**config.mk**
```make
export PLATFORM = sky130hd
export DESIGN_NAME = a85z_front_flat
export DESIGN_NICKNAME = d
export VERILOG_FILES = /design/src/hw/rtl/ascii85_z85_encoder_assert.svh /design/src/hw/rtl/a85z_pkg.sv /design/src/hw/rtl/a85z_if.sv /design/src/hw/rtl/a85z_front.sv /design/src/flat_wrapper.sv
export SDC_FILE = /design/constraint.sdc
export NUM_CORES = 1
export LEC_CHECK = 0
export CORE_ASPECT_RATIO = 2
export CORE_MARGIN = 3
export CORE_UTILIZATION = 30
export CTS_CLUSTER_SIZE = 40
export DETAILED_ROUTE_END_ITERATION = 8
export DONT_BUFFER_PORTS = 1
export PLACE_DENSITY = 0.54
export RECOVER_POWER = 50
export SYNTH_ARGS = -nofsm -noshare
export SYNTH_HDL_FRONTEND = slang
export SYNTH_SLANG_ARGS = --single-unit
```
**constraint.sdc**
```tcl
create_clock -name clk -period 2.95 [get_ports clk]
set_input_delay 0.4425 -clock clk [delete_from_list [all_inputs] [get_ports clk]]
set_output_delay 0.4425 -clock clk [all_outputs]
set_load 0.005 [all_outputs]
```
**src/hw/rtl/ascii85_z85_encoder_assert.svh**
```systemverilog
// Assertion macros used by the encoder back end.
`ifndef ASCII85_Z85_ENCODER_ASSERT_SVH
`define ASCII85_Z85_ENCODER_ASSERT_SVH

// Same-cycle implication, disabled while reset is high.
`define A85Z_ASSERT_NOW(name, clk, rst, ante, cons, msg) \
  name: assert property (@(posedge clk) disable iff (rst) (ante) |-> (cons)) else $error(msg);

// Next-cycle implication, disabled while reset is high.
`define A85Z_ASSERT_NEXT(name, clk, rst, ante, cons, msg) \
  name: assert property (@(posedge clk) disable iff (rst) (ante) |=> (cons)) else $error(msg);

`endif

```
**src/hw/rtl/a85z_pkg.sv**
```systemverilog
// Shared types, constants and character mapping for the Ascii85 / Z85 encoder.
`default_nettype none

package a85z_pkg;

  // Configuration port
  localparam int unsigned CfgIndexWidth = 2;

  typedef enum logic [CfgIndexWidth-1:0] {
    CfgAlphabetSelect   = 2'd0,
    CfgZeroAbbrevEnable = 2'd1
  } cfg_index_t;

  typedef struct packed {
    logic alphabet_select;
    logic zero_abbrev_enable;
  } cfg_t;

  // Group queue depth default
  localparam int unsigned QueueDepthDefault = 2;

  // One group handed from front to back
  typedef struct packed {
    logic [31:0] val;
    logic [2:0]  count;
    logic        zero;
    logic        last;
  } grp_t;

  // Fixed-point base-85 conversion: frac = val * Recip / 2^FracBits
  localparam int unsigned FracBits  = 65;
  localparam logic [71:0] Pow85Five = 72'd85 * 72'd85 * 72'd85 * 72'd85 * 72'd85;
  localparam logic [71:0] RecipWide = ((72'd1 << FracBits) + Pow85Five - 72'd1) / Pow85Five;
  localparam logic [32:0] Recip     = RecipWide[32:0];

  localparam logic [7:0] CharZ     = 8'h7A;
  localparam logic [7:0] AsciiBase = 8'd33;
  localparam logic [6:0] DigitMax  = 7'd84;

  localparam logic [8*85-1:0] Z85Chars =
    "0123456789abcdefghijklmnopqrstuvwxyzABCDEFGHIJKLMNOPQRSTUVWXYZ.-:+=^!/*?&<>()[]{}@%$#";

  // Map one base-85 digit to its character
  function automatic logic [7:0] map_digit(input logic [6:0] digit, input logic z85);
    logic [6:0] d;
    logic [9:0] pos;
    begin
      d   = (digit > DigitMax) ? DigitMax : digit;
      pos = {3'd0, 7'(DigitMax - d)} << 3;
      if (z85) begin
        return Z85Chars[pos +: 8];
      end else begin
        return AsciiBase + {1'b0, d};
      end
    end
  endfunction

endpackage

`default_nettype wire

```
**src/hw/rtl/a85z_if.sv**
```systemverilog
// Handshake channel interfaces: raw bytes, encoded characters, register writes.
`default_nettype none

interface a85z_byte_if;
  logic       valid;
  logic       ready;
  logic [7:0] data_byte;
  logic       end_of_data;

  modport source (output valid, output data_byte, output end_of_data, input ready);
  modport sink   (input valid, input data_byte, input end_of_data, output ready);
endinterface


`default_nettype wire

```
**src/hw/rtl/a85z_front.sv**
```systemverilog
// Front end: gathers bytes into groups and classifies each finished group.
`default_nettype none

module a85z_front import a85z_pkg::*; (
  input  wire logic    clk,
  input  wire logic    rst,
  a85z_byte_if.sink    raw,
  input  wire cfg_t    cfg_regs,
  output logic         push_valid,
  output grp_t         push_data,
  input  wire logic    push_ready
);

  logic [23:0] acc;
  logic [1:0]  held;
  logic        accept;
  logic        complete;
  logic [31:0] val;
  logic        zero;

  assign raw.ready = push_ready;
  assign accept    = raw.valid && raw.ready;
  assign complete  = (held == 2'd3) || raw.end_of_data;

  // Left-justify the held bytes plus this one, zero padded
  always_comb begin
    unique case (held)
      2'd0:    val = {raw.data_byte, 24'd0};
      2'd1:    val = {acc[7:0], raw.data_byte, 16'd0};
      2'd2:    val = {acc[15:0], raw.data_byte, 8'd0};
      default: val = {acc, raw.data_byte};
    endcase
  end

  // Classify: abbreviate only an all-zero full group
  assign zero = (held == 2'd3) && (val == 32'd0) && cfg_regs.zero_abbrev_enable;

  always_comb begin
    push_valid     = accept && complete;
    push_data.val  = val;
    push_data.zero = zero;
    push_data.last = raw.end_of_data;
    if (zero) begin
      push_data.count = 3'd1;
    end else if (held == 2'd3) begin
      push_data.count = 3'd5;
    end else begin
      push_data.count = {1'b0, held} + 3'd2;
    end
  end

  // Hold bytes until the group completes, then drop back to empty
  always_ff @(posedge clk) begin
    if (rst) begin
      acc  <= '0;
      held <= '0;
    end else if (accept) begin
      if (complete) begin
        acc  <= '0;
        held <= '0;
      end else begin
        acc  <= {acc[15:0], raw.data_byte};
        held <= held + 2'd1;
      end
    end
  end

endmodule

`default_nettype wire

```
**src/flat_wrapper.sv**
```systemverilog
// flat-port wrapper written by rule: the top's interface ports become plain ports
module a85z_front_flat import a85z_pkg::*;
  (clk, rst, cfg_regs, push_valid, push_data, push_ready, raw_valid, raw_data_byte, raw_end_of_data, raw_ready);
  a85z_byte_if raw_i ();
  input  wire logic clk;
  input  wire logic rst;
  input  wire cfg_t cfg_regs;
  output logic push_valid;
  output grp_t push_data;
  input  wire logic push_ready;
  input wire logic [$bits(raw_i.valid)-1:0] raw_valid;
  input wire logic [$bits(raw_i.data_byte)-1:0] raw_data_byte;
  input wire logic [$bits(raw_i.end_of_data)-1:0] raw_end_of_data;
  output wire logic [$bits(raw_i.ready)-1:0] raw_ready;
  assign raw_i.valid = raw_valid;
  assign raw_i.data_byte = raw_data_byte;
  assign raw_i.end_of_data = raw_end_of_data;
  assign raw_ready = raw_i.ready;
  a85z_front u_core (.clk(clk), .rst(rst), .raw(raw_i), .cfg_regs(cfg_regs), .push_valid(push_valid), .push_data(push_data), .push_ready(push_ready));
endmodule
```
Word level (Yosys, flattened, before mapping). Cells that the tools add are included.

$add $sub $neg: 2. Equal/unequal tests: 3. Mux-type cells: 5. Reductions and logical operators: 7.

Operators with widths (number): 32-bit case mux with 3 select lines (1); 32-bit logical NOT (1); 24-bit two-way mux (1); 3-bit two-way mux (2); 2-bit equality test (second input constant) (2); 1-bit logical AND (4); 2-bit by 2-bit adder with 3-bit output (second input constant) (1); 2-bit by 1-bit adder with 2-bit output (second input constant) (1); 2-bit by 1-bit equality test with 1-bit output (second input constant) (1); 2-bit logical NOT (1); 2-bit two-way mux (1); 1-bit logical OR (1).

Register bits after elaboration: 26. Input port bits: 15.

Logic depth before layout (Yosys ltp).
Depth in word-level cells: 6. Mapped depth: 10. Gate-level depth less buffers: 7.

Worst setup path before layout. OpenSTA, ideal clock, no wires.

Path type: register -> output. Start point: reg u_core.held[1]. End point: out push_data[4] (netlist bit). Arrival time: 1823 ps. Required time: 2508 ps. Slack: 685 ps. Cell stages (with the launch flop): 9. Path buffers: 1. Cell sequence: dfxtp_1 > inv_1 > ha_1 > buf_6 > a222oi_1 > nand4_1 > nor2_1 > a21oi_1 > o32a_1.

RTL lines: start: declaration (line a85z_front.sv:15) `logic [1:0] held;`; start signal: assignment (line a85z_front.sv:63) `held <= held + 2'd1;`; end: declaration (line flat_wrapper.sv:9) `output grp_t push_data;`.

==> metrics <==
synth top area cells=dfxtp_1 32%, a22oi_1 16%, nor2_1 8.3%; clk_lat worst skew=between 0.2 and 0.3 ns; Worst-path clk slew=roughly 0.090 ns; initial antenna violation count=0; placed cell count=about 260; worst hold-check path type=input pin to register; Max-cap violations=0; worst endpoint data arrival time=2.37 ns; post-synth top area share=a little under a third; DR WL/cell=approximately 19 um; status=complete, no violations; pwr dens=approximately 380 nW/um^2; drt drc=0; maximum root-to-sink buffer count=2; fin crit share=between 90% and 100%; number of global-route vias before repair=1500; critical path endpoint category=output port; ANT nets after route=0; core area=between 5000 and 6000 um^2; met2 wire len=between 2000 and 3000 um; Die Y=between 100 and 150 um; minimum clock period=2.81 ns; Root Driver=clkbuf_8; CTS Buf Count=3; num rows=37; Initial Util=between 30 and 40%; Congestion Overflow GR=0; Crit Path Class=register to output port; Antenna diodes=0; Global Route Usage Sum=15.9%; area grow syn2layout=10.6%; relative slew slack=between 10% and 20%; Async SR Flop Fraction=0%; die area=approximately 6400 um^2; Final setup viols=0; Slew @ Worst Pin=roughly 1.3 ns; layout net count=roughly 230; io pins=54; vias per cell=5.95; Max Slew Vio Count=0; vias after detailed routing=approximately 1600; post-synthesis sequential area ratio=roughly a third; leak pwr=0.665 nW; Post-Layout Cell Count=approximately 270; layout cells sized above 1=between 10% and 20%; average size of a mapped cell=around 7.9 um^2; peak supply drop=about 0.00017 V; # fillers=~560; Hold Startpoint=rst; Hold Worst Slack=roughly 0.22 ns; count leader, synth=nor2_1; chip width=~58 um; Final Wtd Congestion=just over 0.8; wl on met1=a little over 2000 um; Place WS=between 0.15 and 0.2 ns; Sink Count=26; CTS tree=yes; area leader, netlist=dfxtp_1; IO buf count=0; Placed Area=~1700 um^2; post-synth cell types=33; Worst R2R Start=u_core.held[1]; Post-synth EDFFs=0; Worst setup SP type=register; H-tree depth=1; DP Wirelength=approximately 3600 um; routed wire length=5100 um; Critical path origin=u_core.held[1]; Top FF cell, synth=dfxtp_1; YS warnings=0; Highest Clock Rate=approximately 0.36 GHz; Detailed Routing Iterations Pass 1=6; largest net degree at the start of global routing=41; Final WS setup=roughly 0.14 ns; end-of-flow core utilization=between 30% and 40%; top cells by count, synth=36 x nor2_1, 35 x a22oi_1, 26 x dfxtp_1, 13 x nand2_1, 12 x inv_1; Critical Path RT=2.51 ns; WL met3=322 um; overall power=around 0.68 mW; final hold viol count=0; synthesized area=1640 um^2; top sig layer=met4; Net Count, Synth=between 200 and 250; Post-Syn Instances=between 200 and 250; Non-Filler Cell Area, Final=~1800 um^2; Layout Skew=between 0.0015 and 0.002 ns; Crit Path Max Fanout=40; global-route wire length before repair=between 7000 and 8000 um; 1st-iter DRT viols=about 100; Hold-fix buffers, CTS=0; #FFs+latches synth=26; Setup TNS Final=0 ns
-- repair_timing --
action,in CTS,in global routing
resized for setup,2,8
pin swaps,4,5
buffers inserted,3,2
setup endpoints to repair,2,2
cloned,0,0
-- sequential cells by signal, indices dropped and copies added (netlist names) --
name and flops:
u_core.acc 24, u_core.held 2
-- cell usage in the layout (no fill, tap or decap), drive strengths merged, types with 2 or more instances in the layout --
| cell type | n |
|---|---|
| mux2i | 7 |
| a222oi | 6 |
| buf | 16 |
| a22oi | 35 |
| nand2 | 13 |
| a21oi | 4 |
| nor3 | 5 |
| nor4 | 3 |
| nand4 | 2 |
| nor2 | 36 |
| dfxtp | 26 |
| mux2 | 2 |
| ha | 4 |
| and2 | 8 |
| a22o | 7 |
| inv | 12 |
| clkbuf | 5 |
| o21ai | 5 |
-- final cells by class --
cell class	instances	area [um^2]	area share, %
inverters	12	45.0	2.49
multi-input cells	148	987	54.6
flip-flops and latches	26	526	29.0
well taps	58	72.6	4.01
repair buffers	17	124	6.85
clock buffers	4	55.1	3.04
-- worst paths after layout --
kind                     to  slack (ns)  depth (start not counted)
max            push_data[4]        0.14                          6
min          u_core.acc[17]        0.22                          1
max reg2reg  u_core.held[0]        0.42                          6
min reg2reg  u_core.acc[21]        0.53                          2
-- report_power, final --
group | internal, mW | leakage (nW) | switching, mW | total, mW
logic | 0.0331 | 0.425 | 0.0450 | 0.0781
clock network | 0.120 | 0.0288 | 0.121 | 0.240
registers | 0.355 | 0.211 | 0.00728 | 0.362
total | 0.508 | 0.665 | 0.173 | 0.680
-- kinds of logic after synthesis --
logic type / synth area share [%]
simple gates: 20.9
compound gates: 28.9
buf+inv: 9.71
flops: 31.8
mux: 5.66
fa+ha+maj: 3.06
-- worst max-delay path, cell delays in order, from the launching register on --
cell and delay (ns):
dfxtp_4 0.40, ha_1 0.30, buf_4 0.44, nor2_1 0.09, a21oi_1 0.25, o2111ai_2 0.25, o32a_1 0.37
-- routing by layer --
layer	vias up	global-route usage, %
met4	0	7.28
met3	8	3.04
met1	746	19.0
met2	70	26.6
met5	-	0
li1	753	-
(Power assumes the default switching activity.)
