--- config.mk ---
export PLATFORM = sky130hd
export DESIGN_NAME = a85z_back_flat
export DESIGN_NICKNAME = d
export VERILOG_FILES = /design/src/hw/rtl/a85z_pkg.sv /design/src/hw/rtl/a85z_if.sv /design/src/hw/rtl/a85z_back.sv /design/src/flat_wrapper.sv
export VERILOG_INCLUDE_DIRS = /design/src /design/src/hw/rtl
export SDC_FILE = /design/constraint.sdc
export NUM_CORES = 2
export LEC_CHECK = 0
export BUFFER_PORTS_ARGS = -buffer_cell sky130_fd_sc_hd__buf_4
export CAP_MARGIN = 5
export CORE_MARGIN = 1.5
export CORE_UTILIZATION = 25
export DETAILED_ROUTE_END_ITERATION = 6
export GPL_ROUTABILITY_DRIVEN = 0
export HOLD_SLACK_MARGIN = 0.08
export PLACE_DENSITY = 0.42
export SLEW_MARGIN = 0
export SYNTH_ARGS = -nofsm -noshare
export SYNTH_HDL_FRONTEND = slang
export SYNTH_SLANG_ARGS = --single-unit
--- constraint.sdc ---
create_clock -name clk -period 11.2 [get_ports clk]
set_input_delay 1.12 -clock clk [delete_from_list [all_inputs] [get_ports clk]]
set_output_delay 1.12 -clock clk [all_outputs]
set_load 0.01 [all_outputs]
--- src/hw/rtl/ascii85_z85_encoder_assert.svh ---
// Assertion macros used by the encoder back end.
`ifndef ASCII85_Z85_ENCODER_ASSERT_SVH
`define ASCII85_Z85_ENCODER_ASSERT_SVH

// Same-cycle implication, disabled while reset is high.
`define A85Z_ASSERT_NOW(name, clk, rst, ante, cons, msg) \
  name: assert property (@(posedge clk) disable iff (rst) (ante) |-> (cons)) else $error(msg);

// Next-cycle implication, disabled while reset is high.
`define A85Z_ASSERT_NEXT(name, clk, rst, ante, cons, msg) \
  name: assert property (@(posedge clk) disable iff (rst) (ante) |=> (cons)) else $error(msg);

`endif

--- src/hw/rtl/a85z_pkg.sv ---
// Shared types, constants and character mapping for the Ascii85 / Z85 encoder.
`default_nettype none

package a85z_pkg;

  // Configuration port
  localparam int unsigned CfgIndexWidth = 2;

  typedef enum logic [CfgIndexWidth-1:0] {
    CfgAlphabetSelect   = 2'd0,
    CfgZeroAbbrevEnable = 2'd1
  } cfg_index_t;

  typedef struct packed {
    logic alphabet_select;
    logic zero_abbrev_enable;
  } cfg_t;

  // Group queue depth default
  localparam int unsigned QueueDepthDefault = 2;

  // One group handed from front to back
  typedef struct packed {
    logic [31:0] val;
    logic [2:0]  count;
    logic        zero;
    logic        last;
  } grp_t;

  // Fixed-point base-85 conversion: frac = val * Recip / 2^FracBits
  localparam int unsigned FracBits  = 65;
  localparam logic [71:0] Pow85Five = 72'd85 * 72'd85 * 72'd85 * 72'd85 * 72'd85;
  localparam logic [71:0] RecipWide = ((72'd1 << FracBits) + Pow85Five - 72'd1) / Pow85Five;
  localparam logic [32:0] Recip     = RecipWide[32:0];

  localparam logic [7:0] CharZ     = 8'h7A;
  localparam logic [7:0] AsciiBase = 8'd33;
  localparam logic [6:0] DigitMax  = 7'd84;

  localparam logic [8*85-1:0] Z85Chars =
    "0123456789abcdefghijklmnopqrstuvwxyzABCDEFGHIJKLMNOPQRSTUVWXYZ.-:+=^!/*?&<>()[]{}@%$#";

  // Map one base-85 digit to its character
  function automatic logic [7:0] map_digit(input logic [6:0] digit, input logic z85);
    logic [6:0] d;
    logic [9:0] pos;
    begin
      d   = (digit > DigitMax) ? DigitMax : digit;
      pos = {3'd0, 7'(DigitMax - d)} << 3;
      if (z85) begin
        return Z85Chars[pos +: 8];
      end else begin
        return AsciiBase + {1'b0, d};
      end
    end
  endfunction

endpackage

`default_nettype wire

--- src/hw/rtl/a85z_if.sv ---
// Handshake channel interfaces: raw bytes, encoded characters, register writes.
`default_nettype none


interface a85z_char_if;
  logic       valid;
  logic       ready;
  logic [7:0] out_char;
  logic       run_last;
  logic       stream_last;

  modport source (output valid, output out_char, output run_last, output stream_last,
                  input ready);
  modport sink   (input valid, input out_char, input run_last, input stream_last,
                  output ready);
endinterface


`default_nettype wire

--- src/hw/rtl/a85z_back.sv ---
// Back end: base-85 digit extraction, character mapping and output register.
`default_nettype none

`include "ascii85_z85_encoder_assert.svh"

module a85z_back import a85z_pkg::*; (
  input  wire logic    clk,
  input  wire logic    rst,
  input  wire logic    pop_valid,
  input  wire grp_t    pop_data,
  output logic         pop_ready,
  input  wire cfg_t    cfg_regs,
  a85z_char_if.source  enc
);

  typedef struct packed {
    logic [2:0] count;
    logic       zero;
    logic       last;
  } meta_t;

  // Multiply stage
  logic        m_valid;
  logic [64:0] m_prod;
  meta_t       m_meta;
  logic [64:0] prod;
  logic        m_take;

  // Digit stage
  logic        e_valid;
  logic [64:0] e_frac;
  logic [2:0]  e_left;
  logic        e_zero;
  logic        e_last;
  logic [71:0] scaled;
  logic [6:0]  digit;
  logic        emit;
  logic        e_done;

  // Output register
  logic        o_valid;
  logic [7:0]  o_char;
  logic        o_run_last;
  logic        o_stream_last;
  logic        o_free;

  assign o_free = !o_valid || enc.ready;
  assign emit   = e_valid && o_free;
  assign e_done = emit && (e_left == 3'd1);
  assign m_take = m_valid && (!e_valid || e_done);
  assign pop_ready = !m_valid || m_take;

  // Scale the group into a base-85 fraction
  assign prod = {33'd0, pop_data.val} * {32'd0, Recip};

  // Next digit: multiply the fraction by 85, integer part is the digit
  assign scaled = ({7'd0, e_frac} << 6) + ({7'd0, e_frac} << 4)
                + ({7'd0, e_frac} << 2) + {7'd0, e_frac};
  assign digit  = scaled[71:65];

  // Multiply stage register
  always_ff @(posedge clk) begin
    if (rst) begin
      m_valid <= 1'b0;
    end else if (pop_ready) begin
      m_valid <= pop_valid;
    end
  end

  always_ff @(posedge clk) begin
    if (pop_ready && pop_valid) begin
      m_prod       <= prod;
      m_meta.count <= pop_data.count;
      m_meta.zero  <= pop_data.zero;
      m_meta.last  <= pop_data.last;
    end
  end

  // Digit stage: load a group, then emit one character per beat while the output register is free
  always_ff @(posedge clk) begin
    if (rst) begin
      e_valid <= 1'b0;
      e_left  <= '0;
    end else if (m_take) begin
      e_valid <= 1'b1;
      e_left  <= m_meta.count;
    end else if (emit) begin
      e_valid <= (e_left != 3'd1);
      e_left  <= e_left - 3'd1;
    end
  end

  always_ff @(posedge clk) begin
    if (m_take) begin
      e_frac <= m_prod;
      e_zero <= m_meta.zero;
      e_last <= m_meta.last;
    end else if (emit) begin
      e_frac <= scaled[64:0];
    end
  end

  // Output register: hold while stalled, refill while draining
  always_ff @(posedge clk) begin
    if (rst) begin
      o_valid <= 1'b0;
    end else if (emit) begin
      o_valid <= 1'b1;
    end else if (enc.ready) begin
      o_valid <= 1'b0;
    end
  end

  always_ff @(posedge clk) begin
    if (emit) begin
      o_char        <= e_zero ? CharZ : map_digit(digit, cfg_regs.alphabet_select);
      o_run_last    <= (e_left == 3'd1);
      o_stream_last <= (e_left == 3'd1) && e_last;
    end
  end

  assign enc.valid       = o_valid;
  assign enc.out_char    = o_char;
  assign enc.run_last    = o_run_last;
  assign enc.stream_last = o_stream_last;

  `A85Z_ASSERT_NOW(a_left_range, clk, rst, e_valid, e_left != 3'd0 && e_left <= 3'd5, "digit stage holds a bad character count")
  `A85Z_ASSERT_NOW(a_digit_range, clk, rst, e_valid && !e_zero, digit <= DigitMax, "base-85 digit out of range")
  `A85Z_ASSERT_NEXT(a_zero_single, clk, rst, m_take && m_meta.zero, e_valid && e_left == 3'd1, "zero group must give a single character")
  `A85Z_ASSERT_NEXT(a_run_end, clk, rst, e_done, o_valid && o_run_last, "last character of a group lost its run mark")

endmodule

`default_nettype wire

--- src/flat_wrapper.sv ---
// flat-port wrapper written by rule: the top's interface ports become plain ports
module a85z_back_flat import a85z_pkg::*;
  (clk, rst, pop_valid, pop_data, pop_ready, cfg_regs, enc_valid, enc_out_char, enc_run_last, enc_stream_last, enc_ready);
  a85z_char_if enc_i ();
  input  wire logic clk;
  input  wire logic rst;
  input  wire logic pop_valid;
  input  wire grp_t pop_data;
  output logic pop_ready;
  input  wire cfg_t cfg_regs;
  output wire logic [$bits(enc_i.valid)-1:0] enc_valid;
  output wire logic [$bits(enc_i.out_char)-1:0] enc_out_char;
  output wire logic [$bits(enc_i.run_last)-1:0] enc_run_last;
  output wire logic [$bits(enc_i.stream_last)-1:0] enc_stream_last;
  input wire logic [$bits(enc_i.ready)-1:0] enc_ready;
  assign enc_valid = enc_i.valid;
  assign enc_out_char = enc_i.out_char;
  assign enc_run_last = enc_i.run_last;
  assign enc_stream_last = enc_i.stream_last;
  assign enc_i.ready = enc_ready;
  a85z_back u_core (.clk(clk), .rst(rst), .pop_valid(pop_valid), .pop_data(pop_data), .pop_ready(pop_ready), .cfg_regs(cfg_regs), .enc(enc_i));
endmodule
# ---- After elaboration in Yosys (flattened, before gate mapping)
# Cells that the tools add are included.
dict set report op_classes {
  addsub 6
  mux 10
  n_eq_ne 2
  reduce_logical 13
  n_shift 1
  magnitude_cmp 1
  multipliers 1
}
# cell n
set ops {}
lappend ops {{indexed part select 680 x 11 -> 8 bit, first input constant} 1}
lappend ops {{2-to-1 mux 65 bit} 2}
lappend ops {{adder 71 x 69 -> 72 bit} 1}
lappend ops {{adder 72 x 65 -> 72 bit} 1}
lappend ops {{adder 72 x 67 -> 72 bit} 1}
lappend ops {{multiplier 32 x 30 -> 62 bit, second input constant} 1}
lappend ops {{adder 6 x 7 -> 8 bit, first input constant} 1}
lappend ops {{2-to-1 mux 8 bit} 1}
lappend ops {{greater-than comparator 7 bit, second input constant} 1}
lappend ops {{2-to-1 mux 7 bit} 1}
lappend ops {{subtractor 7 bit, first input constant} 1}
lappend ops {{2-to-1 mux 3 bit} 2}
lappend ops {{logical AND 1 bit} 5}
lappend ops {{2-to-1 mux 1 bit} 4}
lappend ops {{nonzero test 2 bit} 2}
lappend ops {{equality test 3 x 1 -> 1 bit, second input constant} 1}
lappend ops {{logical NOT 1 bit} 3}
lappend ops {{logical OR 1 bit} 3}
lappend ops {{!= test 3 x 1 -> 1 bit, second input constant} 1}
lappend ops {{subtractor 3 x 1 -> 3 bit, second input constant} 1}
dict set report word_totals {
  ff_bits 150
  word_cells 49
  in_bits 43
  output_inout_bits 12
}

# ---- Depth between registers and ports, before layout
dict set report depth {
  depth_word 8
  ltp_mapped 31
  depth_no_buf 31
}

# ---- Worst setup path after synthesis
# Ideal clock, no wire load.
dict set report synth_path {
  path_kind {input to register}
  startpoint {input pop_data[22] (netlist name)}
  endpoint {register u_core.m_prod[59] (data pin)}
  setup_ns 0.265
  arrival_ns 7.892
  slack_ns 3.043
  t_required_ns 10.935
  path_buffers 0
  path_stages 31
  cell_sequence {ha_1 inv_1 fa_1 inv_1 fa_1 inv_1 fa_1 inv_1 fa_1 inv_1 fa_1 inv_1 fa_1 inv_1 fa_1 inv_1 ha_1 a21o_1 a21o_1 a21oi_1 o211a_1 o21ai_0 a211oi_1 o41ai_2 a311o_1 nand2_1 a31oi_2 nand2_1 and2_1 o21ai_0 xor2_1}
}
dict set report synth_via {
  elab_chain_len 1
}
# element line_no
set synth_rtl {}
lappend synth_rtl {{start, declared} flat_wrapper.sv:8} ;# input wire grp_t pop_data;
lappend synth_rtl {{multiplier 32 x 30 -> 62 bit} a85z_back.sv:54} ;# assign prod = {33'd0, pop_data.val} * {32'd0, Recip};
lappend synth_rtl {{named net u_core.prod[59]} a85z_back.sv:26} ;# logic [64:0] prod;
lappend synth_rtl {{end signal, assigned} a85z_back.sv:72} ;# m_prod <= prod;
lappend synth_rtl {{end, declared} a85z_back.sv:24} ;# logic [64:0] m_prod;
# The timed path passes the listed nets, and every way through them passes these cells.
# A chain may end at the register's enable or synchronous reset.

# ---- Worst setup path in the final report
# Ends and elaborated chain as after synthesis.

==> summary.md <==
| Metric | Value |
|---|---|
| Clk Latency, worst-skew pair | 0.48 ns |
| Period minus WS final | 8.96 ns |
| FP Rows | 134 |
| Post-route cell area | 36,400 µm² |
| Setup Viol. Count Final | 0 |
| Synth area leader | fa_1 |
| Most common flop cell mapped by yosys | edfxtp_1 |
| First-pass GRT wire length | 147,000 µm |
| Fillcell total | 14.3k |
| Max stage delay on crit path | 0.63 ns |
| Initial Util | 25.1% |
| Final Hold Fails | 0 |
| Total CTS buffers | 17 |
| Clk buf depth | 2 |
| Die ar. | 136,000 µm² |
| Mapped Avg Cell Area | 9.77 µm² |
| Clk sinks | 147 |
| Seq/Total Area, Yosys | 13.0% |
| Fmax | 112 MHz |
| Final Cycle Share | 80.0% |
| Fin nets | 4,540 |
| Arrival @ worst endpoint | 9.18 ns |
| Ant. Diodes | 0 |
| Worst Clk Skew | 0.0230 ns |
| Initial antenna violation count | 0 |
| H-tree Lvls | 4 |
| Congestion Overflow GR | 0 |
| CTS tree | yes |
| Core area | 133,000 µm² |
| Crit path launch type | input port |
| Synth area leaders | fa_1 38%, ha_1 16%, edfxtp_1 13%, inv_1 11%, a21oi_1 3.0% |
| Setup Crit Path Kind | in -> reg |
| Status | finished clean |
| Final Max Tran Viols | 0 |
| Residual DRC | 0 |
| Worst setup EP type | register |
| Synthesis-to-finish area growth | 8.94% |
| Slowest CP cell | fa_1 |
| Drt first pass iters | 7 |
| Yosys reg bits | 147 |
| Share of cells above drive strength 1 | 4.02% |
| CTS resizes | 0 |
| Buf/Inv on CP | 9 |
| TNS Setup | 0 ns |
| Via Count | 22.2k |
| Vias per inst | 4.25 |
| Most common cell on crit path | inv_1 |
| Top cell type's share of synthesized area | 38.2% |
| DP Area | 35,900 µm² |
| Port Buffer Count | 53 |
| Post-synth ARST share | 0% |
| Crit path max-delay family | adder cells |
| Hold buffers post-CTS | 0 |
| Synth unique cells | 96 |
| Routed len/inst | 18.2 µm |
| Total Wirelength | 95,100 µm |
| Largest net degree at the start of global routing | 63 |
| Die Span Y | 369 µm |
| Cell Area, Synth | 33,500 µm² |
| Warning count from the yosys run | 0 |
| Final ANT Viol Nets | 0 |
| Initial DRC count | 1,218 |
| Clk pin slew, worst setup/hold paths | 0.08 ns |
| RSZ-0062 raised after global routing | false |
| Critical Path Fanout Max | 8 |
| Hold WC Path Type | reg -> reg |
| Max Cap Viol | 0 |
| EDFF count, synth | 141 |
| Vias in the first global route | 24.3k |
| Post-Syn Instances | 3,424 |
| Tightest Pin Transition | 0.904 ns |
| CTS root buf | clkbuf_16 |
| DP HPWL | 85,400 µm |
| Slew headroom | 39.4% |
| Tot GR Track Use | 14.3% |
| Post-CTS Setup Repair Bufs | 0 |
| Die width | 369 µm |
| Critical Path RT | 11.42 ns |
| IO Pins | 55 |
[final timing paths]
| check | to | slack, ns | cells past startpoint | start |
|---|---|---|---|---|
| max | u_core.m_prod[59] | 2.24 | 32 | pop_data[22] |
| min | u_core.e_last | 0.43 | 0 | u_core.m_meta[0] |
| max reg2reg | u_core.enc.out_char[2] | 2.71 | 25 | u_core.e_frac[53] |
| min reg2reg | u_core.e_last | 0.43 | 0 | u_core.m_meta[0] |
[through the flow]
| step | setup WS [ns] | util [%] | std cells | hold slack [ns] |
|---|---|---|---|---|
| after floorplan | 3.04 | - | 3428 | 0.400 |
| after global placement | 1.72 | 26.9 | 5193 | 0.402 |
| after detailed placement | 1.75 | 26.9 | 5193 | 0.405 |
| after CTS | 2.25 | 27.4 | 5225 | 0.427 |
| after global routing | 1.79 | 27.4 | 5225 | 0.439 |
| final | 2.24 | 27.4 | 5225 | 0.426 |
[routing by layer]
metal / GRT usage, % / vias up / share of wire [%]
met3: 1.80 / 74 / 3.2
met1: 20.2 / 11000 / 49
li1: - / 10800 / -
met2: 23.3 / 328 / 46
met4: 3.27 / 0 / 1.9
met5: 0 / - / 0
[sequential cells by signal, indices dropped and copies added, names as in the netlist]
signal                  flops
u_core.e_frac              62
u_core.e_last               1
u_core.e_left               3
u_core.e_valid              1
u_core.e_zero               1
u_core.enc.out_char         8
u_core.enc.run_last         1
u_core.enc.stream_last      1
u_core.enc.valid            1
u_core.m_meta               5
u_core.m_prod              62
u_core.m_valid              1
[layout make-up]
| type | count | area, µm² | area share, % |
|---|---|---|---|
| clock inverters | 15 | 169 | 0.463 |
| repair buffers | 58 | 435 | 1.19 |
| well taps | 1768 | 2210 | 6.07 |
| multi-input cells | 2226 | 25100 | 68.9 |
| flip-flops and latches | 147 | 4350 | 11.9 |
| clock buffers | 17 | 425 | 1.17 |
| inverters | 994 | 3730 | 10.2 |
[placed cells by master (no fill, tap or decap), types with 13 or more instances in the layout]
cell       count
xor2_1        56
inv_1        993
o211ai_1      16
nand4_1       31
o21ai_0       91
edfxtp_1     141
a211oi_1      14
buf_4         58
and2_1        13
nand2_1      133
o21a_1        27
xnor2_1       70
fa_1         638
nand2b_1      14
a21oi_1      200
clkbuf_16     17
a21o_1        64
and3_1        16
ha_1         415
nor2_1       139
nor2b_1       13
o21bai_1      19
nor3_1        29
nand3_1       33
[synth_stat cells, drive strengths merged, types with 4 or more instances]
cell type	n
nor4	7
nor3	30
and2	15
or2	6
fa	638
edfxtp	141
nor2b	13
inv	994
o21a	27
and3	17
nand2b	16
o31ai	11
nor3b	4
a211o	7
a211oi	16
o221ai	4
o21ai	102
a21boi	7
o211ai	16
xor2	56
o22ai	5
clkbuf	38
o21bai	19
nor2	140
a22oi	7
o211a	5
nand2	136
xnor2	70
buf	23
a21o	65
a21oi	203
a31o	8
o2111ai	6
or3	10
dfxtp	6
ha	415
a31oi	13
a221oi	6
nand4	31
nand3	33
[cells by family after synthesis]
kind of cell	after synthesis	synth area share (%)
buffers and inverters	1055	12.0
adders and majority gates	1053	53.7
muxes	7	0.292
xor gates and xnor gates	126	3.30
DFF	147	13.0
AOI/OAI and AO/OA	562	11.0
and+or+nand+nor	472	6.71
other	2	0.0224
Power is not shown: default switching activity piles up to over one toggle a cycle in this logic, so the estimate is an artifact.
