### config.mk
export PLATFORM = sky130hd
export DESIGN_NAME = a85z_fifo
export DESIGN_NICKNAME = d
export VERILOG_FILES = /design/src/hw/rtl/ascii85_z85_encoder_assert.svh /design/src/hw/rtl/a85z_pkg.sv /design/src/hw/rtl/a85z_fifo.sv
export SDC_FILE = /design/constraint.sdc
export NUM_CORES = 1
export LEC_CHECK = 0
export BUFFER_PORTS_ARGS = -buffer_cell sky130_fd_sc_hd__buf_2
export CAP_MARGIN = 20
export CELL_PAD_IN_SITES_DETAIL_PLACEMENT = 2
export CELL_PAD_IN_SITES_GLOBAL_PLACEMENT = 2
export CORE_ASPECT_RATIO = 0.5
export CORE_MARGIN = 2
export CORE_UTILIZATION = 26
export DETAILED_ROUTE_END_ITERATION = 16
export PLACE_DENSITY = 0.58
export SLEW_MARGIN = 20
export SYNTH_ARGS = -nofsm -noshare
export SYNTH_HDL_FRONTEND = slang
export SYNTH_SLANG_ARGS = --single-unit
### constraint.sdc
create_clock -name clk -period 2.1 [get_ports clk]
set_input_delay 0.315 -clock clk [delete_from_list [all_inputs] [get_ports clk]]
set_output_delay 0.315 -clock clk [all_outputs]
set_load 0.01 [all_outputs]
### src/hw/rtl/ascii85_z85_encoder_assert.svh
// Assertion macros used by the encoder back end.
`ifndef ASCII85_Z85_ENCODER_ASSERT_SVH
`define ASCII85_Z85_ENCODER_ASSERT_SVH

// Same-cycle implication, disabled while reset is high.
`define A85Z_ASSERT_NOW(name, clk, rst, ante, cons, msg) \
  name: assert property (@(posedge clk) disable iff (rst) (ante) |-> (cons)) else $error(msg);

// Next-cycle implication, disabled while reset is high.
`define A85Z_ASSERT_NEXT(name, clk, rst, ante, cons, msg) \
  name: assert property (@(posedge clk) disable iff (rst) (ante) |=> (cons)) else $error(msg);

`endif

### src/hw/rtl/a85z_pkg.sv
// Shared types, constants and character mapping for the Ascii85 / Z85 encoder.
`default_nettype none

package a85z_pkg;

  // Configuration port
  localparam int unsigned CfgIndexWidth = 2;

  typedef enum logic [CfgIndexWidth-1:0] {
    CfgAlphabetSelect   = 2'd0,
    CfgZeroAbbrevEnable = 2'd1
  } cfg_index_t;

  typedef struct packed {
    logic alphabet_select;
    logic zero_abbrev_enable;
  } cfg_t;

  // Group queue depth default
  localparam int unsigned QueueDepthDefault = 2;

  // One group handed from front to back
  typedef struct packed {
    logic [31:0] val;
    logic [2:0]  count;
    logic        zero;
    logic        last;
  } grp_t;

  // Fixed-point base-85 conversion: frac = val * Recip / 2^FracBits
  localparam int unsigned FracBits  = 65;
  localparam logic [71:0] Pow85Five = 72'd85 * 72'd85 * 72'd85 * 72'd85 * 72'd85;
  localparam logic [71:0] RecipWide = ((72'd1 << FracBits) + Pow85Five - 72'd1) / Pow85Five;
  localparam logic [32:0] Recip     = RecipWide[32:0];

  localparam logic [7:0] CharZ     = 8'h7A;
  localparam logic [7:0] AsciiBase = 8'd33;
  localparam logic [6:0] DigitMax  = 7'd84;

  localparam logic [8*85-1:0] Z85Chars =
    "0123456789abcdefghijklmnopqrstuvwxyzABCDEFGHIJKLMNOPQRSTUVWXYZ.-:+=^!/*?&<>()[]{}@%$#";

  // Map one base-85 digit to its character
  function automatic logic [7:0] map_digit(input logic [6:0] digit, input logic z85);
    logic [6:0] d;
    logic [9:0] pos;
    begin
      d   = (digit > DigitMax) ? DigitMax : digit;
      pos = {3'd0, 7'(DigitMax - d)} << 3;
      if (z85) begin
        return Z85Chars[pos +: 8];
      end else begin
        return AsciiBase + {1'b0, d};
      end
    end
  endfunction

endpackage

`default_nettype wire

### src/hw/rtl/a85z_fifo.sv
// Short group queue between the front and back ends.
`default_nettype none

module a85z_fifo import a85z_pkg::*; #(
  parameter int unsigned Depth = QueueDepthDefault
) (
  input  wire logic clk,
  input  wire logic rst,
  input  wire logic push_valid,
  input  wire grp_t push_data,
  output logic      push_ready,
  output logic      pop_valid,
  output grp_t      pop_data,
  input  wire logic pop_ready
);

  localparam int unsigned PtrW = (Depth > 1) ? $clog2(Depth) : 1;
  localparam int unsigned CntW = $clog2(Depth + 1);

  grp_t            slots [Depth];
  logic [PtrW-1:0] wr_ptr;
  logic [PtrW-1:0] rd_ptr;
  logic [CntW-1:0] fill;
  logic            push;
  logic            pop;

  assign push_ready = (fill != CntW'(Depth));
  assign pop_valid  = (fill != '0);
  assign pop_data   = slots[rd_ptr];
  assign push       = push_valid && push_ready;
  assign pop        = pop_valid && pop_ready;

  // Store a group at the write pointer
  always_ff @(posedge clk) begin
    if (push) begin
      slots[wr_ptr] <= push_data;
    end
  end

  // Advance pointers and fill count
  always_ff @(posedge clk) begin
    if (rst) begin
      wr_ptr <= '0;
      rd_ptr <= '0;
      fill   <= '0;
    end else begin
      if (push) begin
        wr_ptr <= (wr_ptr == PtrW'(Depth - 1)) ? '0 : wr_ptr + PtrW'(1);
      end
      if (pop) begin
        rd_ptr <= (rd_ptr == PtrW'(Depth - 1)) ? '0 : rd_ptr + PtrW'(1);
      end
      if (push && !pop) begin
        fill <= fill + CntW'(1);
      end else if (pop && !push) begin
        fill <= fill - CntW'(1);
      end
    end
  end

endmodule

`default_nettype wire

**After elaboration in Yosys (flattened, before gate mapping)**

Memories as Yosys holds them, arrays and structs flattened. A register that Yosys moved wholly into a read port is not among the register bits.
Cells that the tools add are included.

- Bits in registers: 4
- Bits in writable memories: 74
- Input bits: 41
- Output and inout bits: 39
- Logic and storage cells: 25
- Memories kept: 1

- Add/sub/neg operators: 4
- Equal/unequal tests: 1
- Muxes and demuxes: 8
- Reduce and logical (&&, ||, !) cells: 8

Memories:

| name | words | bits a word | rd ports | clocked after memory_dff | wr ports | RTL line | RTL |
|---|---|---|---|---|---|---|---|
| slots | 2 | 37 | 1 | 1 | 1 | a85z_fifo.sv:20 | `grp_t slots [Depth];` |

Operator list:

| cell | number |
|---|---|
| 2-to-1 mux 1 bit | 6 |
| logical AND 1 bit | 4 |
| 2-to-1 mux 2 bit | 2 |
| nonzero test 2 bit | 2 |
| adder 1 bit (second input constant) | 2 |
| adder 2 x 1 -> 2 bit (second input constant) | 1 |
| logical NOT 1 bit | 2 |
| inequality test 2 bit (second input constant) | 1 |
| subtractor 2 x 1 -> 2 bit (second input constant) | 1 |

**Longest topological paths before layout**

Gate-level depths: netlist of the first run.

- Depth in word-level cells: 6
- Depth in mapped cells: 6
- Mapped depth without buffers: 6

**Worst setup path after synthesis of the first run**

OpenSTA, ideal clock, no wires.

- Path kind: flip-flop to flip-flop
- Start point: register fill[0]
- End point: memory slots[1][0] (netlist name), enable pin
- Setup time: 398 ps
- Data arrival time: 1584 ps
- Data required time: 1702 ps
- Setup slack: 118 ps
- Stages on the path, launching flop included: 3
- Path buffers: 0
- Period minus slack after synthesis: 1982 ps
- Path through: dfxtp_1 > nand2b_1 > and3_1

- Longest elaborated chain between the ends: 4

RTL lines:

| item | RTL line | RTL |
|---|---|---|
| start, declared | a85z_fifo.sv:23 | `logic [CntW-1:0] fill;` |
| start signal, assigned | a85z_fifo.sv:54 | `fill <= fill + CntW'(1);` |
| start signal, assigned | a85z_fifo.sv:56 | `fill <= fill - CntW'(1);` |
| inequality test 2 bit | a85z_fifo.sv:27 | `assign push_ready = (fill != CntW'(Depth));` |
| net push_ready | a85z_fifo.sv:11 | `output logic push_ready,` |
| logical AND 1 bit | a85z_fifo.sv:30 | `assign push = push_valid && push_ready;` |
| 2-to-1 mux 1 bit | a85z_fifo.sv:35 | `if (push) begin` |
| 2-to-1 mux 1 bit (not written as such) | a85z_fifo.sv:36 | `slots[wr_ptr] <= push_data;` |
| end, declared | a85z_fifo.sv:20 |  |

The timed path passes the listed nets, and every way through them passes these cells.

==> flow_summary.yaml, run 1 <==
routing:
  ant_nets: 0
  drc_errors: 0
  finalWirelength_um: 5900
  vias_per_cell: 4.07
  vias: 1548
  drt_iter0_markers: 55
  firstDrtPassIters: 3
  routedWlPerCell_um: 15.5
grt:
  antenna_found_initial: 0
  grt_max_degree: 29
  grt_usage_pct: 10.9
  overflow: 0
  grt_pass1_wl_um: 9770
  grt_pass1_vias: 1768
sta:
  skew_ps: 3.84
  slew_violations: 0
  fin_crit_sh_pct: 83.6
  rsz0062_at_grt: "false"
  setup_viol: 0
  setup_tns_ps: 0
  relSlewSlack_pct: 79.9
  final-hold-violation-count: 0
  hold_slack_ps: 172
  worst_slew_pin_slew_ps: 302
  fmax_mhz: 570
  fin_crit_ps: 1760
power:
  p_leak_nw: 1.41
  power_density_nw_per_um2: 1210
  vdd_ir_drop_max_mv: 0.380
cells_and_area:
  nFillCells: 1103
  drive_above_1_share_pct: 59.6
  antennaDiodeCount: 0
  final_nets: 272
  area_growth_pct: 30.8
  final_cells: 380
clocking:
  h-tree-depth: 3
  post-cts-setup-buffers: 0
  clock_latency_ps: 330
  clk_path_buf_depth: 2
  cts.sinks: 79
  cts.clk_slew.worst_paths_ps: 60
  root_buffer: "clkbuf_16"
  numCtsBuffers: 9
  hold_buffers: 0
  cts_resized: 0
  cts_tree: "done"
place:
  place.detailed.hpwl_um: 4090
  place_congestion: 0.685
  port_buffers: 79
  placed_cells: 364
floorplanning:
  io_pins: 80
  rows: 27
  die-height_um: 78.5
  initial_utilization_pct: 26.5
  core_area_um2: 10900
  dieArea_um2: 12000
  chipWidth_um: 153
setup_path:
  worst-path-max-fanout: 20
  start_kind: "flip-flop"
  critPathSlowestCell: "mux2_2"
  worst-setup-path-type: "flip-flop to output pin"
  slowest_delay_ps: 380
  cp.arrival_ps: 1440
  cp_num_buf_inv: 2
  endpoint_kind: "output pin"
  critical_path.cell_chain: "buf_4 > mux2_2 > buf_2"
  crit_required_ps: 1780
  critPathTopFamily: "buffers and inverters"
outcome:
  status: "finished clean"
synthesis:
  muxShareOfSynthArea_pct: 14.4
  synthCells: 139
  ys_types: 18
  synthAdderAreaFrac_pct: 0.433
  synth_xor_area_share_pct: 0.909
  synth_top_family_by_area: "multiplexers"
  avgSynthCellArea_um2: 20.8
  syn-cell-area_um2: 2890
  ys_seq_area_share_pct: 80.4
  synth_nets: 181
  yosys.area_share.simple_pct: 1.73
  yosys_warnings: 0
  synth_compound_area_share_pct: 1.04
  ys_ff_latch: 79
worst_hold_path:
  hold_path.class: "input port to flip-flop"
run:
  maxCapViolCount: 0
==> flip-flops by register name, indices dropped and copies added, names as in the netlist, named ones only <==
| name | flops |
|---|---|
| fill | 2 |
| rd_ptr | 1 |
| slots | 74 |
| wr_ptr | 1 |
==> final timing paths <==
path / start / endpoint / slack, ps / depth (start not counted)
worst max-delay path: flip-flop / pop_data[19] / 340 / 3
worst min-delay path: push_data[2] / slots[1][2]$_DFFE_PP_ / 170 / 1
worst min register to register: fill[1]$_SDFFE_PP0P_ / fill[1]$_SDFFE_PP0P_ / 530 / 2
worst max register to register: fill[0]$_SDFFE_PP0P_ / fill[1]$_SDFFE_PP0P_ / 450 / 5
==> synthesized netlist by cell type <==
cell      instances  area share (%)
a21bo_2           1            0.35
a21oi_1           2            0.35
and2_1            1            0.22
and3_1            1            0.22
buf_2             1            0.17
buf_4             3            0.78
dfxtp_1           5             3.5
edfxtp_1         74              77
ha_1              1            0.43
inv_1             1            0.13
mux2_2           37              14
nand2b_1          1            0.22
nand3b_1          1            0.26
nor2_1            3            0.39
o21ai_0           2            0.35
or2_2             1            0.22
or3_1             1            0.22
xor2_1            3            0.91
==> placed cells by master (no fill, tap or decap), types with 2 or more instances in the layout <==
cell	count
clkbuf_8	3
a21oi_1	2
o21ai_0	2
xor2_1	3
nor2_1	3
buf_2	79
clkinv_2	2
mux2_2	37
edfxtp_1	74
buf_4	4
clkbuf_16	9
dfxtp_1	4
==> cells by family after synthesis <==
logic type,count (synthesis)
compound gates,5
fa+ha+maj,1
xor+xnor,3
simple gates,9
buf+inv,5
mux,37
flops,79
==> power by group <==
group          internal [mW]  leakage, nW  switching, mW
clock                  0.892        0.142          0.559
combinational          0.517        0.535          0.579
sequential              1.97        0.733         0.0660
total                   3.38         1.41           1.20
==> metal layers <==
metal	vias to the layer above	share of wire, %	track usage [%]
li1	725	-	-
met1	787	41	12.1
met2	27	53	18.6
met3	9	4.0	4.75
met4	0	1.7	4.17
met5	-	0	0
==> per-stage QoR <==
step / util, % / area (um^2) / worst slack [ps] / total power, mW
after floorplan: - / 2890 / 118 / 2.75
after global placement: 32.0 / 3490 / 519 / 3.16
after detailed placement: 32.0 / 3490 / 461 / 3.20
after CTS: 34.6 / 3780 / 301 / 4.70
after global routing: 34.6 / 3780 / 253 / 4.86
final: 34.6 / 3780 / 345 / 4.59
==> layout make-up <==
cell class	instances	area, um^2	area share, %
Inverter	1	3.75	0.0993
Multi-Input combinational cell	55	537	14.2
Timing Repair Buffer	84	445	11.8
Clock buffer	13	270	7.15
Sequential cell	79	2320	61.5
Tap cell	145	181	4.80
Clock inverter	3	17.5	0.464
Power figures use the tool's default switching activity.
==> run 2, diff against run 1 <==
==> constraint.sdc (replaced) <==
create_clock -name clk -period 1.8 [get_ports clk]
set_input_delay 0.27 -clock clk [delete_from_list [all_inputs] [get_ports clk]]
set_output_delay 0.27 -clock clk [all_outputs]
set_load 0.01 [all_outputs]
==> flow_summary.yaml, run 2 (synthesis gave the netlist of run 1 again) <==
outcome:
  status: "finished clean"
routing:
  routedWlPerCell_um: 16.7
  drc_errors: 0
  finalWirelength_um: 6350
  firstDrtPassIters: 3
  ant_nets: 0
  dr.max_layer_used: "met4"
  wl_met3_um: 255
  met2_length_um: 3460
  vias: 1556
  met1Wirelength_um: 2500
  vias_per_cell: 4.08
  drt_iter0_markers: 65
place:
  place.detailed.hpwl_um: 4190
  dpl_cell_area_um2: 3520
  place_congestion: 0.620
  port_buffers: 79
floorplanning:
  rows: 27
  initial_utilization_pct: 26.5
  die-height_um: 78.5
  io_pins: 80
  core_area_um2: 10900
  chipWidth_um: 153
  dieArea_um2: 12000
sta:
  rsz0062_at_grt: "false"
  fin_crit_ps: 1710
  relSlewSlack_pct: 77.8
  skew_ps: 3.82
  fmax_mhz: 583
  fin_crit_sh_pct: 95.3
  worst_slew_pin_slew_ps: 329
  final-hold-violation-count: 0
  slew_violations: 0
  setup_viol: 0
  setup_tns_ps: 0
  hold_slack_ps: 119
cells_and_area:
  final_cell_area_um2: 3820
  layout_commonest_cell: "buf_2"
  fin_util_pct: 35.0
  multiInputGateArea_um2: 537
  area_growth_pct: 32.2
  seq_area_um2: 2330
  largest_register_ffs: 74
  antennaDiodeCount: 0
  largest_register: "slots"
  reg_top3: "slots: 74 flops, fill: 2 flops"
  final_nets: 273
  drive_above_1_share_pct: 58.9
  final_cell_mix: "79 x buf_2, 74 x edfxtp_1, 37 x mux2_2"
  nFillCells: 1102
setup_path:
  rr_endpoint: "fill[1]$_SDFFE_PP0P_"
  crit_required_ps: 1530
  r2r_start: "fill[0]$_SDFFE_PP0P_"
  cp.arrival_ps: 1440
  worst-setup-path-type: "flip-flop to output pin"
  reg2regPathDepth: 5
  reg2reg_setup_slack_ps: 130
  start_kind: "flip-flop"
  worst-path-max-fanout: 17
  endpoint_kind: "output pin"
grt:
  grt_pass1_vias: 1804
  grt_max_degree: 35
  grt_usage_pct: 11.2
  overflow: 0
  grt_pass1_wl_um: 9760
  antenna_found_initial: 0
power:
  vdd_ir_drop_max_mv: 0.403
  p_leak_nw: 1.41
  total_power_mw: 5.43
  power_density_nw_per_um2: 1420
clocking:
  cts.clk_slew.worst_paths_ps: 60
  cts_tree: "done"
  root_buffer: "clkbuf_16"
  clock_latency_ps: 340
  numCtsBuffers: 9
  clk_path_buf_depth: 2
  cts.sinks: 79
  h-tree-depth: 3
worst_hold_path:
  hold_path.class: "input port to flip-flop"
  min_to: "slots[1][21]$_DFFE_PP_"
  min_path_cells: 1
  hold_start: "push_data[21]"
run:
  maxCapViolCount: 0
## run 2: cell count changes in the layout (fill, tap and decap cells not counted), sizes merged
cell / previous run / this run
clkinv: 2 / 1
clkbuf: 13 / 16
inv: 1 / 0
## run 2: worst max-delay path by stage
stage	startpoint	to	depth (start not counted)
2_1_floorplan	fill[0]$_SDFFE_PP0P_	slots[0][0]$_DFFE_PP_	3
3_3_place_gp	fill[0]$_SDFFE_PP0P_	fill[1]$_SDFFE_PP0P_	5
3_5_place_dp	fill[0]$_SDFFE_PP0P_	fill[1]$_SDFFE_PP0P_	5
4_1_cts	flip-flop	pop_data[34]	3
5_1_grt	fill[0]$_SDFFE_PP0P_	fill[1]$_SDFFE_PP0P_	5
6_report	flip-flop	pop_data[33]	3
## run 2: metal layers
layer,track usage (%),vias up
met4,5.83,0
met1,12.0,791
met2,19.7,29
met5,0,-
li1,-,726
met3,4.20,10
## run 2: repair_timing
action,4_1_cts,5_1_grt
hold endpoints to repair,0,0
buffers inserted,0,0
setup endpoints to repair,0,24
gates resized for setup,0,1
hold buffers,0,0
## run 2: report_power, final
group | internal, mW | switching (mW)
logic | 0.669 | 0.692
clock network | 1.01 | 0.656
registers | 2.31 | 0.0974
total | 3.98 | 1.45
## run 2: critical path: stages, from the launching register on
cell and delay (ps):
dfxtp_4 410, clkbuf_16 220, mux2_2 340, buf_2 140
## run 2: area by class of cell
cell class	instances	area share, %
Tap cell	145	4.75
Multi-Input combinational cell	55	14.1
Sequential cell	79	60.9
Inverter	1	0.197
Clock buffer	15	7.01
Clock inverter	1	0.131
Timing Repair Buffer	85	13.0
## run 2: metrics by stage
stage	std cells	setup slack, ps
after CTS	380	6.44
after floorplan	139	148
after global placement	364	222
after global routing	381	2.34
final	381	85.3
after detailed placement	364	139
==> run 3, diff against run 2 <==
==> constraint.sdc (replaced) <==
create_clock -name clk -period 1.9 [get_ports clk]
set_input_delay 0.285 -clock clk [delete_from_list [all_inputs] [get_ports clk]]
set_output_delay 0.285 -clock clk [all_outputs]
set_load 0.01 [all_outputs]
==> flow_summary.yaml, run 3 (synthesis gave the netlist of run 1 again) <==
outcome:
  status: "finished clean"
clocking:
  h-tree-depth: 3
  cts_tree: "done"
  root_buffer: "clkbuf_16"
  clk_path_buf_depth: 2
  post-cts-setup-buffers: 0
  hold_buffers: 0
  cts.sinks: 79
  cts_resized: 0
  numCtsBuffers: 9
  clock_latency_ps: 330
  cts.clk_slew.worst_paths_ps: 60
setup_path:
  worst-path-max-fanout: 34
  start_kind: "flip-flop"
  cp.arrival_ps: 1470
  crit_required_ps: 1620
  worst-setup-path-type: "flip-flop to output pin"
  endpoint_kind: "output pin"
  reg2reg_setup_slack_ps: 230
sta:
  fin_crit_ps: 1760
  fmax_mhz: 569
  final-hold-violation-count: 0
  hold_slack_ps: 140
  relSlewSlack_pct: 77.9
  slew_violations: 0
  worst_slew_pin_slew_ps: 329
  setup_viol: 0
  rsz0062_at_grt: "false"
  worst_slack_ps: 142
  setup_tns_ps: 0
  fin_crit_sh_pct: 92.5
  skew_ps: 2.55
cells_and_area:
  nFillCells: 1089
  drive_above_1_share_pct: 59.4
  largest_register: "slots"
  reg_top3: "slots: 74 flops, fill: 2 flops"
  fin_util_pct: 34.8
  layout_commonest_cell: "buf_2"
  final_cell_mix: "79 x buf_2, 74 x edfxtp_1, 37 x mux2_2"
  largest_register_ffs: 74
  final_cells: 379
  final_cell_area_um2: 3800
  area_growth_pct: 31.5
  antennaDiodeCount: 0
  final_nets: 271
floorplanning:
  initial_utilization_pct: 26.5
  dieArea_um2: 12000
  die-height_um: 78.5
  rows: 27
  core_area_um2: 10900
  io_pins: 80
  chipWidth_um: 153
place:
  place_ws_ps: 225
  place.detailed.hpwl_um: 4000
  dpl_cell_area_um2: 3510
  port_buffers: 79
  place_congestion: 0.685
  placed_cells: 363
routing:
  ant_nets: 0
  routedWlPerCell_um: 15.3
  vias: 1529
  firstDrtPassIters: 4
  finalWirelength_um: 5800
  drc_errors: 0
  vias_per_cell: 4.03
  drt_iter0_markers: 60
run:
  maxCapViolCount: 0
power:
  total_power_mw: 5.14
  power_density_nw_per_um2: 1350
  p_leak_nw: 1.41
  vdd_ir_drop_max_mv: 0.559
worst_hold_path:
  hold_path.class: "input port to flip-flop"
grt:
  grt_usage_pct: 10.3
  antenna_found_initial: 0
  overflow: 0
  grt_pass1_wl_um: 9110
  grt_pass1_vias: 1776
  grt_max_degree: 35
## run 3: report_power, final
group          leakage, nW  switching (mW)  internal, mW  total, mW
sequential           0.733          0.0812          2.18       2.26
combinational        0.536           0.629         0.595       1.22
clock                0.142           0.645          1.01       1.66
## run 3: worst paths after layout
check / end / cells after the start / start
setup / recovery: pop_data[2] / 3 / flip-flop
hold / removal: slots[1][29]$_DFFE_PP_ / 1 / push_data[29]
setup reg to reg: fill[1]$_SDFFE_PP0P_ / 5 / fill[0]$_SDFFE_PP0P_
hold reg to reg: rd_ptr$_SDFFE_PP0P_ / 2 / rd_ptr$_SDFFE_PP0P_
## run 3: layer usage
layer,wire length [um],GRT usage (%),share of wire [%]
met1,2070,10.2,36
met2,3410,19.9,59
met3,203,3.15,3.5
met4,114,4.72,2.0
met5,0,0,0
## run 3: critical path, stage by stage, from the launching register on
cell and delay (ps):
dfxtp_2 380, buf_12 230, mux2_2 370, buf_2 150
## run 3: area by class of cell
class                   count  area [um^2]  share of cell area, %
multi-input cells          55          537                   14.1
inverters                   1         3.75                 0.0988
repair buffers             83          463                   12.2
flip-flops and latches     79         2320                   61.2
clock buffers              10          229                   6.03
well taps                 145          181                   4.78
clock inverters             6         61.3                   1.61
